==> config.mk <==
export PLATFORM = sky130hd
export DESIGN_NAME = ptc_ctrl
export DESIGN_NICKNAME = d
export VERILOG_FILES = /design/src/ptc_pkg.sv /design/src/ptc_ctrl.sv
export SDC_FILE = /design/constraint.sdc
export NUM_CORES = 1
export LEC_CHECK = 0
export ABC_AREA = 1
export BUFFER_PORTS_ARGS = -buffer_cell sky130_fd_sc_hd__clkbuf_2
export CAP_MARGIN = 20
export CORE_MARGIN = 3
export CORE_UTILIZATION = 35
export CTS_BUF_LIST = sky130_fd_sc_hd__clkbuf_4 sky130_fd_sc_hd__clkbuf_8
export DETAILED_ROUTE_END_ITERATION = 7
export GPL_TIMING_DRIVEN = 0
export PLACE_DENSITY_LB_ADDON = 0.2
export SETUP_SLACK_MARGIN = 0.3
export SYNTH_ARGS = -nofsm -noshare
export SYNTH_HDL_FRONTEND = slang
export SYNTH_SLANG_ARGS = --single-unit
==> constraint.sdc <==
create_clock -name clk -period 2.59 [get_ports clk]
set_input_delay 0.518 -clock clk [delete_from_list [all_inputs] [get_ports clk]]
set_output_delay 0.518 -clock clk [all_outputs]
set_load 0.01 [all_outputs]
==> src/ptc_pkg.sv <==
package ptc_pkg;

    localparam int SAMPLE_BITS_DEF     = 20;
    localparam int MAX_CAL_SAMPLES_DEF = 4096;
    localparam int FRAC_BITS_DEF       = 8;

    localparam int CFG_IDX_BITS = 3;
    localparam int CFG_DATA_BITS = 24;

    localparam logic [15:0] FACTOR_RESET = 16'd768;
    localparam logic [23:0] THR_MAX      = 24'hFFFFFF;
    localparam logic [23:0] THR_RESET    = 24'd40000;

    typedef enum logic [2:0] {
        CFG_FACTOR     = 3'd0,
        CFG_INIT_THR   = 3'd1,
        CFG_SAMPLE_PER = 3'd2,
        CFG_DEBOUNCE   = 3'd3,
        CFG_CAL_DUR    = 3'd4,
        CFG_CAL_PER    = 3'd5,
        CFG_CAL_MIN    = 3'd6,
        CFG_UNUSED     = 3'd7
    } cfg_idx_t;

    typedef enum logic [2:0] {
        FN_TICK   = 3'd0,
        FN_START  = 3'd1,
        FN_CANCEL = 3'd2,
        FN_REAPPLY = 3'd3,
        FN_CLEAR  = 3'd4
    } func_t;

    typedef enum logic [1:0] {
        EV_NONE    = 2'd0,
        EV_STARTED = 2'd1,
        EV_DONE    = 2'd2,
        EV_FAILED  = 2'd3
    } event_t;

    typedef enum logic [3:0] {
        ST_IDLE,
        ST_TICK,
        ST_DIV_MEAN,
        ST_VAR_PREP,
        ST_DIV_VAR,
        ST_SQRT,
        ST_THR_MUL,
        ST_THR_FIN,
        ST_OUT
    } state_t;

    // controller to datapath
    typedef struct packed {
        logic tick;        // apply tick, command and sample step
        logic mean_start;
        logic var_start;
        logic sqrt_start;
        logic thr_mul;     // threshold multiply, before each tick and after a finish
        logic thr_fin;     // round, clamp, apply
        logic fin_ok;      // store stats on finish
    } ctl_cmd_t;

    // datapath to controller
    typedef struct packed {
        logic need_finish;  // tick ended a run with enough samples
        logic div_done;
        logic sqrt_done;
    } ctl_sts_t;

endpackage

==> src/ptc_ctrl.sv <==
module ptc_ctrl (
    input  logic              clk,
    input  logic              rst_n,
    input  logic              in_fire,
    input  logic              out_fire,
    input  ptc_pkg::ctl_sts_t sts,
    output ptc_pkg::ctl_cmd_t cmd,
    output logic              in_ready,
    output logic              out_valid
);

    import ptc_pkg::*;

    state_t state_reg, state_next;
    logic   sqrt_wait_reg, sqrt_wait_next;
    logic   fin_reg, fin_next;

    always_ff @(posedge clk or negedge rst_n)
    begin
        if (!rst_n)
        begin
            state_reg     <= ST_IDLE;
            sqrt_wait_reg <= 1'b0;
            fin_reg       <= 1'b0;
        end
        else
        begin
            state_reg     <= state_next;
            sqrt_wait_reg <= sqrt_wait_next;
            fin_reg       <= fin_next;
        end
    end

    // sequencer: threshold product, tick, optional finish, then present result
    always_comb
    begin
        state_next     = state_reg;
        sqrt_wait_next = sqrt_wait_reg;
        fin_next       = fin_reg;
        cmd            = '0;
        in_ready       = 1'b0;
        out_valid      = 1'b0;
        unique case (state_reg)
            ST_IDLE:
            begin
                in_ready = 1'b1;
                if (in_fire)
                begin
                    fin_next   = 1'b0;
                    state_next = ST_THR_MUL;
                end
            end
            ST_TICK:
            begin
                cmd.tick = 1'b1;
                if (sts.need_finish)
                begin
                    cmd.mean_start = 1'b1;
                    fin_next       = 1'b1;
                    state_next     = ST_DIV_MEAN;
                end
                else
                begin
                    state_next = ST_OUT;
                end
            end
            ST_DIV_MEAN:
            begin
                if (sts.div_done)
                begin
                    state_next = ST_VAR_PREP;
                end
            end
            ST_VAR_PREP:
            begin
                state_next    = ST_DIV_VAR;
                cmd.var_start = 1'b1;
            end
            ST_DIV_VAR:
            begin
                if (sts.div_done)
                begin
                    cmd.sqrt_start = 1'b1;
                    sqrt_wait_next = 1'b0;
                    state_next     = ST_SQRT;
                end
            end
            ST_SQRT:
            begin
                if (sqrt_wait_reg)
                begin
                    cmd.fin_ok = 1'b1;
                    state_next = ST_THR_MUL;
                end
                else if (sts.sqrt_done)
                begin
                    sqrt_wait_next = 1'b1;
                end
            end
            ST_THR_MUL:
            begin
                cmd.thr_mul = 1'b1;
                state_next  = fin_reg ? ST_THR_FIN : ST_TICK;
            end
            ST_THR_FIN:
            begin
                cmd.thr_fin = 1'b1;
                state_next  = ST_OUT;
            end
            ST_OUT:
            begin
                out_valid = 1'b1;
                if (out_fire)
                begin
                    state_next = ST_IDLE;
                end
            end
            default:
            begin
                state_next = ST_IDLE;
            end
        endcase
    end

endmodule

==> results of run 1 <==
## routing by layer
layer | global-route usage, % | vias to the layer above
li1 | - | 258
met1 | 16.92 | 209
met2 | 21.28 | 13
met3 | 6.867 | 0
met4 | 1.863 | 0
met5 | 0 | -
## synth_stat cells
master	number
nand2_1	18
inv_1	10
nand3_1	8
dfrtp_1	6
nor2_1	6
inv_2	5
nor2_2	4
nand3b_1	2
nor3_2	2
o21ai_0	2
a21oi_1	1
a21oi_2	1
buf_4	1
clkinv_1	1
nand3_2	1
nor2_4	1
nor4_1	1
o211ai_1	1
## worst max-delay path, cell delays in order, from the launching register on
cell and delay (ns):
dfrtp_1 0.47, nor2_1 0.27, nand2_1 0.15, nor2_1 0.15, clkbuf_2 0.15
## metrics by stage
step / utilization (%) / area, sq um
2_1_floorplan: - / 466.7
3_3_place_gp: 47.76 / 559.3
3_5_place_dp: 47.76 / 559.3
4_1_cts: 49.68 / 581.8
5_1_grt: 49.68 / 581.8
6_report: 49.68 / 581.8
## layout make-up
type	instances	area share [%]
clock buffer	3	3.871
buffer	1	1.290
timing repair buffer	15	12.90
sequential	6	25.81
inverter	16	10.32
tap	14	3.011
multi-input combinational	48	42.80
## worst min-delay path by stage
| stage | startpoint | end | slack (ns) |
|---|---|---|---|
| after floorplan | rst_n | fin_reg | 0.22 |
| after global placement | rst_n | state_reg[3] | 0.36 |
| after detailed placement | rst_n | state_reg[3] | 0.36 |
| after CTS | rst_n | fin_reg | 0.09 |
| after global routing | rst_n | state_reg[1] | 0.09 |
| final | rst_n | state_reg[3] | 0.1 |
## kinds of logic after synthesis
| family | synth area share (%) |
|---|---|
| AND/OR/NAND/NOR | 46.65 |
| buffers and inverters | 14.48 |
| AO/OA/AOI/OAI | 6.702 |
| flip-flops | 32.17 |
## power by group through the flow
stage,logic (mW),registers [mW],clock network (mW)
4_1_cts,0.440,0.194,0.0957
5_1_grt,0.507,0.201,0.100
3_5_place_dp,0.439,0.195,0
3_3_place_gp,0.436,0.195,0
6_report,0.438,0.196,0.0887
2_1_floorplan,0.339,0.184,0
==> metrics.txt, run 1 <==
outcome finished clean; initial antenna violation count 0; max reg flops 4; Overflow after GRT 0; peak ir drop on the vdd network 0.4616 mV; register area 150.1 sq um; most frequent cells in the layout nand2_1, clkbuf_2, inv_1; synth warn 0; post_cts resized 0; CTS Hold Bufs 0; Synth Area per Inst 6.573 sq um; Multi-input gate area 249.0 sq um; synthesis-stage register bit count 6; Iteration-0 DRC Markers 16; share of cells above drive strength 1 a little under two fifths; post-route setup TNS 0 ns; setup bufs post-CTS 0; via count 480; Max clock buf depth 2; first-pass GRT wire length 1863 um; Pwr Density between 1000 and 1500 mW/mm^2; cell area after synthesis 466.7 sq um; slew margin rel. 80.93%; CP startpoint kind flop; CP Data Required Time 2.07 ns; share of the synthesized area in the top cell type 32.17%; Final Hold Viols 0; WL met1 536 um; Area Overhead vs Synth 24.66%; Pre-antenna DRT Iters 4; post-synth cell types 18; Post-Syn Nets 78; Final setup viols 0; DR vias/cell 4.660; r2r setup slk 1.28 ns; post-synthesis sequential area ratio 32.17%; Setup WS pre-CTS about 0.9 ns; P_sw 371.9 uW; Synth area leaders dfrtp_1, nand2_1, nand3_1, inv_1, nor2_2; crit path capture cmd[3]; leak pwr 0.3504 nW; overall global routing resource usage 13.56%; RR Startpoint state_reg[1]; Non-Filler Instances 103; clock tree sinks 6; worst hold slack 0.09787 ns; Root Driver clkbuf_4; TritonCTS Buffers 3; diodes inserted 0; top layer in use met3; Net Sw Frac 51.46%; Max-Cap Viols 0; clk_skew 0.0008377 ns; CORE AREA roughly 0.0012 sq mm; TritonCTS clock tree yes; number of global-route vias before repair 460; Final Cycle Share 75.31%; clock-pin slew on the worst setup and hold paths around 0.050 ns; Max FO, Critical Path 7; Clock power frac 12.3%; Worst-Skew Late Latency 0.24 ns; Synth area leader dfrtp_1; largest net degree at the start of global routing 8; fmax 512.7 MHz; worst r2r path cells 6; power consumption 722.6 uW; H-tree depth 1; drt total wl around 1100 um; post-route ant nets 0; unrepaired setup endpoints after global routing no; Mapped Cells 71; die area 0.001808 sq mm; Worst Setup End Kind output pin; GP Congestion 0.8371; Nets 98; cell total after placement 100; row count 12; FF-to-FF End state_reg[1]; Reg power frac 27.1%; Pint 350.7 uW; Initial Util 39.85%; crit path kind flop to output pin; Slew @ Worst Pin approximately 0.29 ns; number of port buffers 15; DRC Markers 0; Die Ht around 43 um; Post-DP HPWL about 870 um; leading cell type in the layout, fill and taps excluded nand2_1; Final Slew Violations 0; Die X between 40 and 50 um; Tmin final around 2.0 ns; WL met2 486 um; Fillers about 130; IO Count 16; Setup crit start state_reg[1]; min-delay worst type primary input to async pin; Comb power frac 60.6%; Worst Setup Slack, final 0.6394 ns; Met3 Wirelength 67 um; Worst EP arrival 1.43 ns; wire length per cell between 10 and 15 um
Power figures use the tool's default switching activity.
==> inputs of run 2 (changes only) <==
==> constraint.sdc (replaced) <==
create_clock -name clk -period 1.7 [get_ports clk]
set_input_delay 0.34 -clock clk [delete_from_list [all_inputs] [get_ports clk]]
set_output_delay 0.34 -clock clk [all_outputs]
set_load 0.01 [all_outputs]
==> metrics.txt, run 2 (same netlist as run 1, synthesis figures left out) <==
outcome finished clean (unchanged); via count 568 (was 480); Cell Chain, Critical Path nor2_4 -> nand2_2 -> nor2_4 -> clkbuf_2 (was nor2_1 -> nand2_1 -> nor2_1 -> clkbuf_2); Hold EP sqrt_wait_reg; worst hold stages 3; Final Cycle Share 96.31%; max reg flops 4 (unchanged); Post-DP HPWL 868.5 um (unchanged); row count 12 (unchanged); die area 0.001808 sq mm (unchanged); fmax 610.8 MHz; slew margin rel. 83.03% (was 80.93%); Die X 42.52 um (unchanged); diodes inserted 0 (unchanged); number of port buffers 15 (unchanged); unrepaired setup endpoints after global routing yes (was no); Worst path slowest cell dfrtp_2 (was dfrtp_1); Nets 109 (was 98); initial antenna violation count 0 (unchanged); worst hold start sts[0]; Iteration-0 DRC Markers 10 (was 16); power consumption 1.496 mW (was 722.6 uW); overall global routing resource usage 15.14% (was 13.56%); CP dominant cell by count nor2_4 (was nor2_1); Worst Setup Slack, final 0.06275 ns (was 0.6394 ns); leak pwr 0.4137 nW (was 0.3504 nW); crit path kind flop to output pin (unchanged); share of cells above drive strength 1 58.00% (was 37.08%); largest net degree at the start of global routing 8 (unchanged); post-route ant nets 0 (unchanged); r2r setup slk 0.35 ns (was 1.28 ns); slowest stage delay, CP 0.50 ns (was 0.47 ns); most frequent cells in the layout nand2_1, buf_4, inv_1, clkbuf_2 (was nand2_1, clkbuf_2, inv_1); first-pass GRT wire length 2076 um (was 1863 um); clock-pin slew on the worst setup and hold paths 0.05 ns (about the same); clk_skew 0.001084 ns (was 0.0008377 ns); Final setup viols 0 (unchanged); TritonCTS Buffers 3 (unchanged); Worst EP arrival 1.30 ns (was 1.43 ns); Worst Setup End Kind output pin (unchanged); Worst Path Buf+Inv 1 (unchanged); IO Count 16 (unchanged); Slew @ Worst Pin 0.2546 ns (was 0.2861 ns); min-delay worst type primary input to flop (was primary input to async pin); Worst-Skew Late Latency 0.25 ns (was 0.24 ns); worst r2r path cells 8 (was 6); Fillers 119 (was 128); Pwr Density 1973 mW/mm^2 (was 1242 mW/mm^2); TritonCTS clock tree yes (unchanged); Area Overhead vs Synth 62.47% (was 24.66%); CP Data Required Time 1.36 ns (was 2.07 ns); Tmin final 1.637 ns; Die Ht 42.52 um (unchanged); Overflow after GRT 0 (unchanged); CP startpoint kind flop (unchanged); Final Hold Viols 0 (unchanged); DRC Markers 0 (unchanged); DR vias/cell 4.982 (was 4.660); peak ir drop on the vdd network 0.7860 mV (was 0.4616 mV); Initial Util 39.85% (unchanged); CORE AREA 0.001171 sq mm (unchanged); number of global-route vias before repair 504 (was 460); Pre-antenna DRT Iters 4 (unchanged); leading cell type in the layout, fill and taps excluded nand2_1 (unchanged); Max-Cap Viols 0 (unchanged); wire length per cell 12.30 um (was 10.58 um); Setup WS pre-CTS 0.2113 ns (was 0.9233 ns); clock tree sinks 6 (unchanged); post-route setup TNS 0 ns (unchanged); RR Startpoint state_reg[1] (unchanged); FF-to-FF End state_reg[1] (unchanged); H-tree depth 1 (unchanged); worst hold slack 0.3104 ns (was 0.09787 ns); Root Driver clkbuf_4 (unchanged); Final Slew Violations 0 (unchanged); GP Congestion 0.8371 (unchanged); Max FO, Critical Path 7 (unchanged); drt total wl 1402 um (was 1090 um); Max clock buf depth 2 (unchanged); Crit path max-delay family flip-flops (was simple AND/OR/NAND/NOR gates)
==> run 2: timing repair <==
item                                   in CTS  in global routing
setup endpoints to repair                   9                 11
hold buffers                                1                  0
buffers inserted                            5                  5
pin swaps                                   3                  8
endpoints found under the hold margin       6                  0
resized for setup                          16                 18
==> run 2: how the worst max path moves through the flow <==
stage | endpoint | from | cells past startpoint | slack (ns)
2_1_floorplan | cmd[3] | state_reg[1] | 3 | 0.40
3_3_place_gp | cmd[3] | state_reg[1] | 4 | 0.17
3_5_place_dp | cmd[3] | state_reg[1] | 4 | 0.21
4_1_cts | cmd[6] | state_reg[3] | 5 | 0.1
5_1_grt | cmd[3] | state_reg[1] | 4 | 0.01
6_report | cmd[3] | state_reg[1] | 4 | 0.06
==> run 2: where the power goes <==
part / internal (mW) / leakage [nW] / switching, mW
Clock: 0.0802 / 0.0138 / 0.0565
Sequential: 0.218 / 0.0713 / 0.129
Combinational: 0.466 / 0.329 / 0.547
==> run 2: worst reg2reg max path, delay by kind of cell (launching register included) <==
kind | cells | cell delay, ns
flip-flops | 1 | 0.51
AND/OR/NAND/NOR | 5 | 0.37
buffers and inverters | 2 | 0.20
AO/OA/AOI/OAI | 1 | 0.16
==> run 2: per-layer routing <==
layer	vias up	global-route usage, %	share of wire [%]
li1	283	-	-
met1	261	18.21	41
met2	24	25.53	52
met3	0	6.438	6.8
met4	0	1.863	0
met5	-	0	0
==> run 2: area by class of cell <==
| class | count | area, sq um | share of cell area, % |
|---|---|---|---|
| well taps | 14 | 17.52 | 2.310 |
| flip-flops and latches | 6 | 155.1 | 20.46 |
| multi-input cells | 48 | 305.3 | 40.26 |
| repair buffers | 26 | 182.7 | 24.09 |
| inverters | 16 | 67.56 | 8.911 |
| clock buffers | 3 | 22.52 | 2.970 |
| plain buffers | 1 | 7.507 | 0.9901 |
==> run 2: through the flow <==
| step | cell area, sq um | utilization (%) | cells |
|---|---|---|---|
| after global routing | 758.2 | 64.74 | 114 |
| after detailed placement | 559.3 | 47.76 | 100 |
| after CTS | 673.1 | 57.48 | 109 |
| final | 758.2 | 64.74 | 114 |
| after floorplan | 466.7 | - | 71 |
| after global placement | 559.3 | 47.76 | 100 |
==> inputs of run 3 (changes only) <==
--- a/config.mk
+++ b/config.mk
@@ -5,7 +5,6 @@
 export SDC_FILE = /design/constraint.sdc
 export NUM_CORES = 1
 export LEC_CHECK = 0
-export ABC_AREA = 1
 export BUFFER_PORTS_ARGS = -buffer_cell sky130_fd_sc_hd__clkbuf_2
 export CAP_MARGIN = 20
 export CORE_MARGIN = 3
==> metrics.txt, run 3 <==
cell total after placement 96 (was 100); crit path kind flop to output pin (unchanged); synth warn 0 (unchanged); Mapped Cells 66 (was 71); worst hold slack 0.3716 ns (was 0.3104 ns); wire length per cell 15.11 um (was 12.30 um); clock tree sinks 6 (unchanged); H-tree depth 1 (unchanged); Setup WS pre-CTS 0.1417 ns (was 0.2113 ns); CORE AREA 0.001350 sq mm (was 0.001171 sq mm); Final Cycle Share 95.33% (was 96.31%); Non-Filler Instances 115 (was 114); Synth Area per Inst 7.962 sq um (was 6.573 sq um); Die X 44.75 um (was 42.52 um); Post-Syn Nets 73 (was 78); DR vias/cell 5.426 (was 4.982); Max-Cap Viols 0 (unchanged); peak ir drop on the vdd network 1.174 mV (was 0.7860 mV); worst r2r path cells 6 (was 8); CP Data Required Time 1.36 ns (about the same); synth cell count leaders nor2_1, a21oi_1, dfrtp_1, nand2_1, nor3_1 (was nand2_1, inv_1, nand3_1); Die Ht 44.75 um (was 42.52 um); Post-DP HPWL 923.1 um (was 868.5 um); slew margin rel. 81.71% (was 83.03%); Slew @ Worst Pin 0.2735 ns (was 0.2546 ns); r2r setup slk 0.16 ns (was 0.35 ns); drt total wl 1738 um (was 1402 um); Tmin final 1.621 ns (was 1.637 ns); post-synth cell types 26 (was 18); TritonCTS Buffers 3 (unchanged); FF-to-FF End state_reg[1] (unchanged); die area 0.002003 sq mm (was 0.001808 sq mm); max reg flops 4 (unchanged); Top FF cell, synth dfrtp_1 (unchanged); Initial Util 38.92% (was 39.85%); IO Count 16 (unchanged); CP startpoint kind flop (unchanged); Final Slew Violations 0 (unchanged); post-route ant nets 0 (unchanged); Worst Setup Slack, final 0.07932 ns (was 0.06275 ns); Overflow after GRT 0 (unchanged); Pwr Density 2097 mW/mm^2 (was 1973 mW/mm^2); unrepaired setup endpoints after global routing yes (unchanged); Core Util, Final 67.28% (was 64.74%); number of global-route vias before repair 658 (was 504); first-pass GRT wire length 2884 um (was 2076 um); Final setup viols 0 (unchanged); share of the synthesized area in the top cell type 28.57% (was 32.17%); Max FO, Critical Path 4 (was 7); overall global routing resource usage 19.69% (was 15.14%); row count 13 (was 12); worst hold stages 3 (unchanged); fmax 617.0 MHz (was 610.8 MHz); most frequent cells in the layout buf_4, buf_6, nor2_1, buf_2, a21oi_1 (was nand2_1, buf_4, inv_1, clkbuf_2); GP Congestion 0.7902 (was 0.8371); TritonCTS clock tree yes (unchanged); Nets 109 (unchanged); diodes inserted 0 (unchanged); Synth area leader dfrtp_1 (unchanged); clk_skew 0.01808 ns (was 0.001084 ns); clock-pin slew on the worst setup and hold paths 0.04 ns (was 0.05 ns); Final Hold Viols 0 (unchanged); post-synthesis sequential area ratio 28.57% (was 32.17%); largest net degree at the start of global routing 9 (was 8); Area Overhead vs Synth 72.86% (was 62.47%); RR Startpoint state_reg[3] (was state_reg[1]); Worst-Skew Late Latency 0.25 ns (about the same); leading cell type in the layout, fill and taps excluded buf_4 (was nand2_1); Hold EP sqrt_wait_reg (unchanged); Max clock buf depth 2 (unchanged); via count 624 (was 568); Iteration-0 DRC Markers 35 (was 10); number of port buffers 15 (unchanged); synthesis-stage register bit count 6 (unchanged); outcome finished clean (unchanged); DRC Markers 0 (unchanged); Pre-antenna DRT Iters 4 (unchanged); Worst EP arrival 1.28 ns (was 1.30 ns); Root Driver clkbuf_4 (unchanged); cell area after synthesis 525.5 sq um (was 466.7 sq um); Synth area leaders dfrtp_1, buf_6, nor2_1, a21oi_1, nand2b_4 (was dfrtp_1, nand2_1, nand3_1, inv_1, nor2_2); ys async rst share 100.0% (unchanged); Post-synth EDFFs 0 (unchanged); min-delay worst type primary input to flop (unchanged); leak pwr 0.4400 nW (was 0.4137 nW); top-count cell post-synth nor2_1 (was nand2_1); initial antenna violation count 0 (unchanged); worst hold start sts[0] (unchanged); share of cells above drive strength 1 59.00% (was 58.00%); Worst Setup End Kind output pin (unchanged)
-- run 3: how the worst max path moves through the flow --
stage | start | to | slack [ns] | depth (start not counted)
CTS | state_reg[3] | cmd[6] | 0.03 | 5
global route | state_reg[1] | cmd[6] | -0.003 | 5
finish | state_reg[1] | cmd[6] | 0.08 | 5
floorplan | state_reg[1] | cmd[6] | 0.32 | 4
detailed placement | state_reg[1] | cmd[6] | 0.14 | 5
global placement | state_reg[1] | cmd[6] | 0.14 | 5
-- run 3: cell type report --
| cell class | instances | area, sq um |
|---|---|---|
| fill | 114 | 441.7 |
| multi-input combinational | 51 | 392.9 |
| timing repair buffer | 31 | 222.7 |
| sequential | 6 | 150.1 |
| buffer | 8 | 97.59 |
| clock buffer | 3 | 22.52 |
| tap | 15 | 18.77 |
| inverter | 1 | 3.754 |
-- run 3: critical path: stages (launching register included) --
cell and delay [ns]:
dfrtp_1 0.36, buf_6 0.13, nor3_4 0.22, and2_1 0.15, buf_4 0.10, buf_6 0.09
-- run 3: stage by stage --
step                      power (mW)  cell area [sq um]  setup TNS, ns
after detailed placement       1.155              625.6              0
final                          1.905              908.4              0
after CTS                      1.665              825.8              0
after global placement         1.149              625.6              0
after global routing           2.048              908.4      -0.002887
after floorplan               0.9594              531.8              0
-- run 3: power by group --
part	internal, mW	total [mW]	switching (mW)	leakage [nW]
logic	0.778	1.51	0.736	0.349
registers	0.210	0.254	0.0440	0.0776
clock network	0.0802	0.137	0.0564	0.0138
total	1.07	1.90	0.836	0.440
-- run 3: kinds of logic after synthesis --
| kind of cell | share of synthesized area (%) |
|---|---|
| buffers and inverters | 14.05 |
| and+or+nand+nor | 36.91 |
| muxes | 1.905 |
| DFF | 28.57 |
| AOI/OAI and AO/OA | 18.57 |
-- run 3: what timing repair did --
action | CTS | global route
endpoints found under the setup margin | 9 | 13
setup buffers | 11 | 4
hold endpoints to repair | 6 | 0
hold buffers | 1 | 0
pin swaps | 5 | 7
cloned | 0 | 0
gates resized for setup | 20 | 21
-- run 3: metal layers --
| metal | GRT usage [%] | part of all wire [%] | vias to the layer above |
|---|---|---|---|
| met5 | 0 | 0 | - |
| met4 | 6.024 | 0.58 | 0 |
| met3 | 4.781 | 4.6 | 2 |
| met2 | 34.96 | 54 | 23 |
| met1 | 23.04 | 41 | 296 |
| li1 | - | - | 303 |
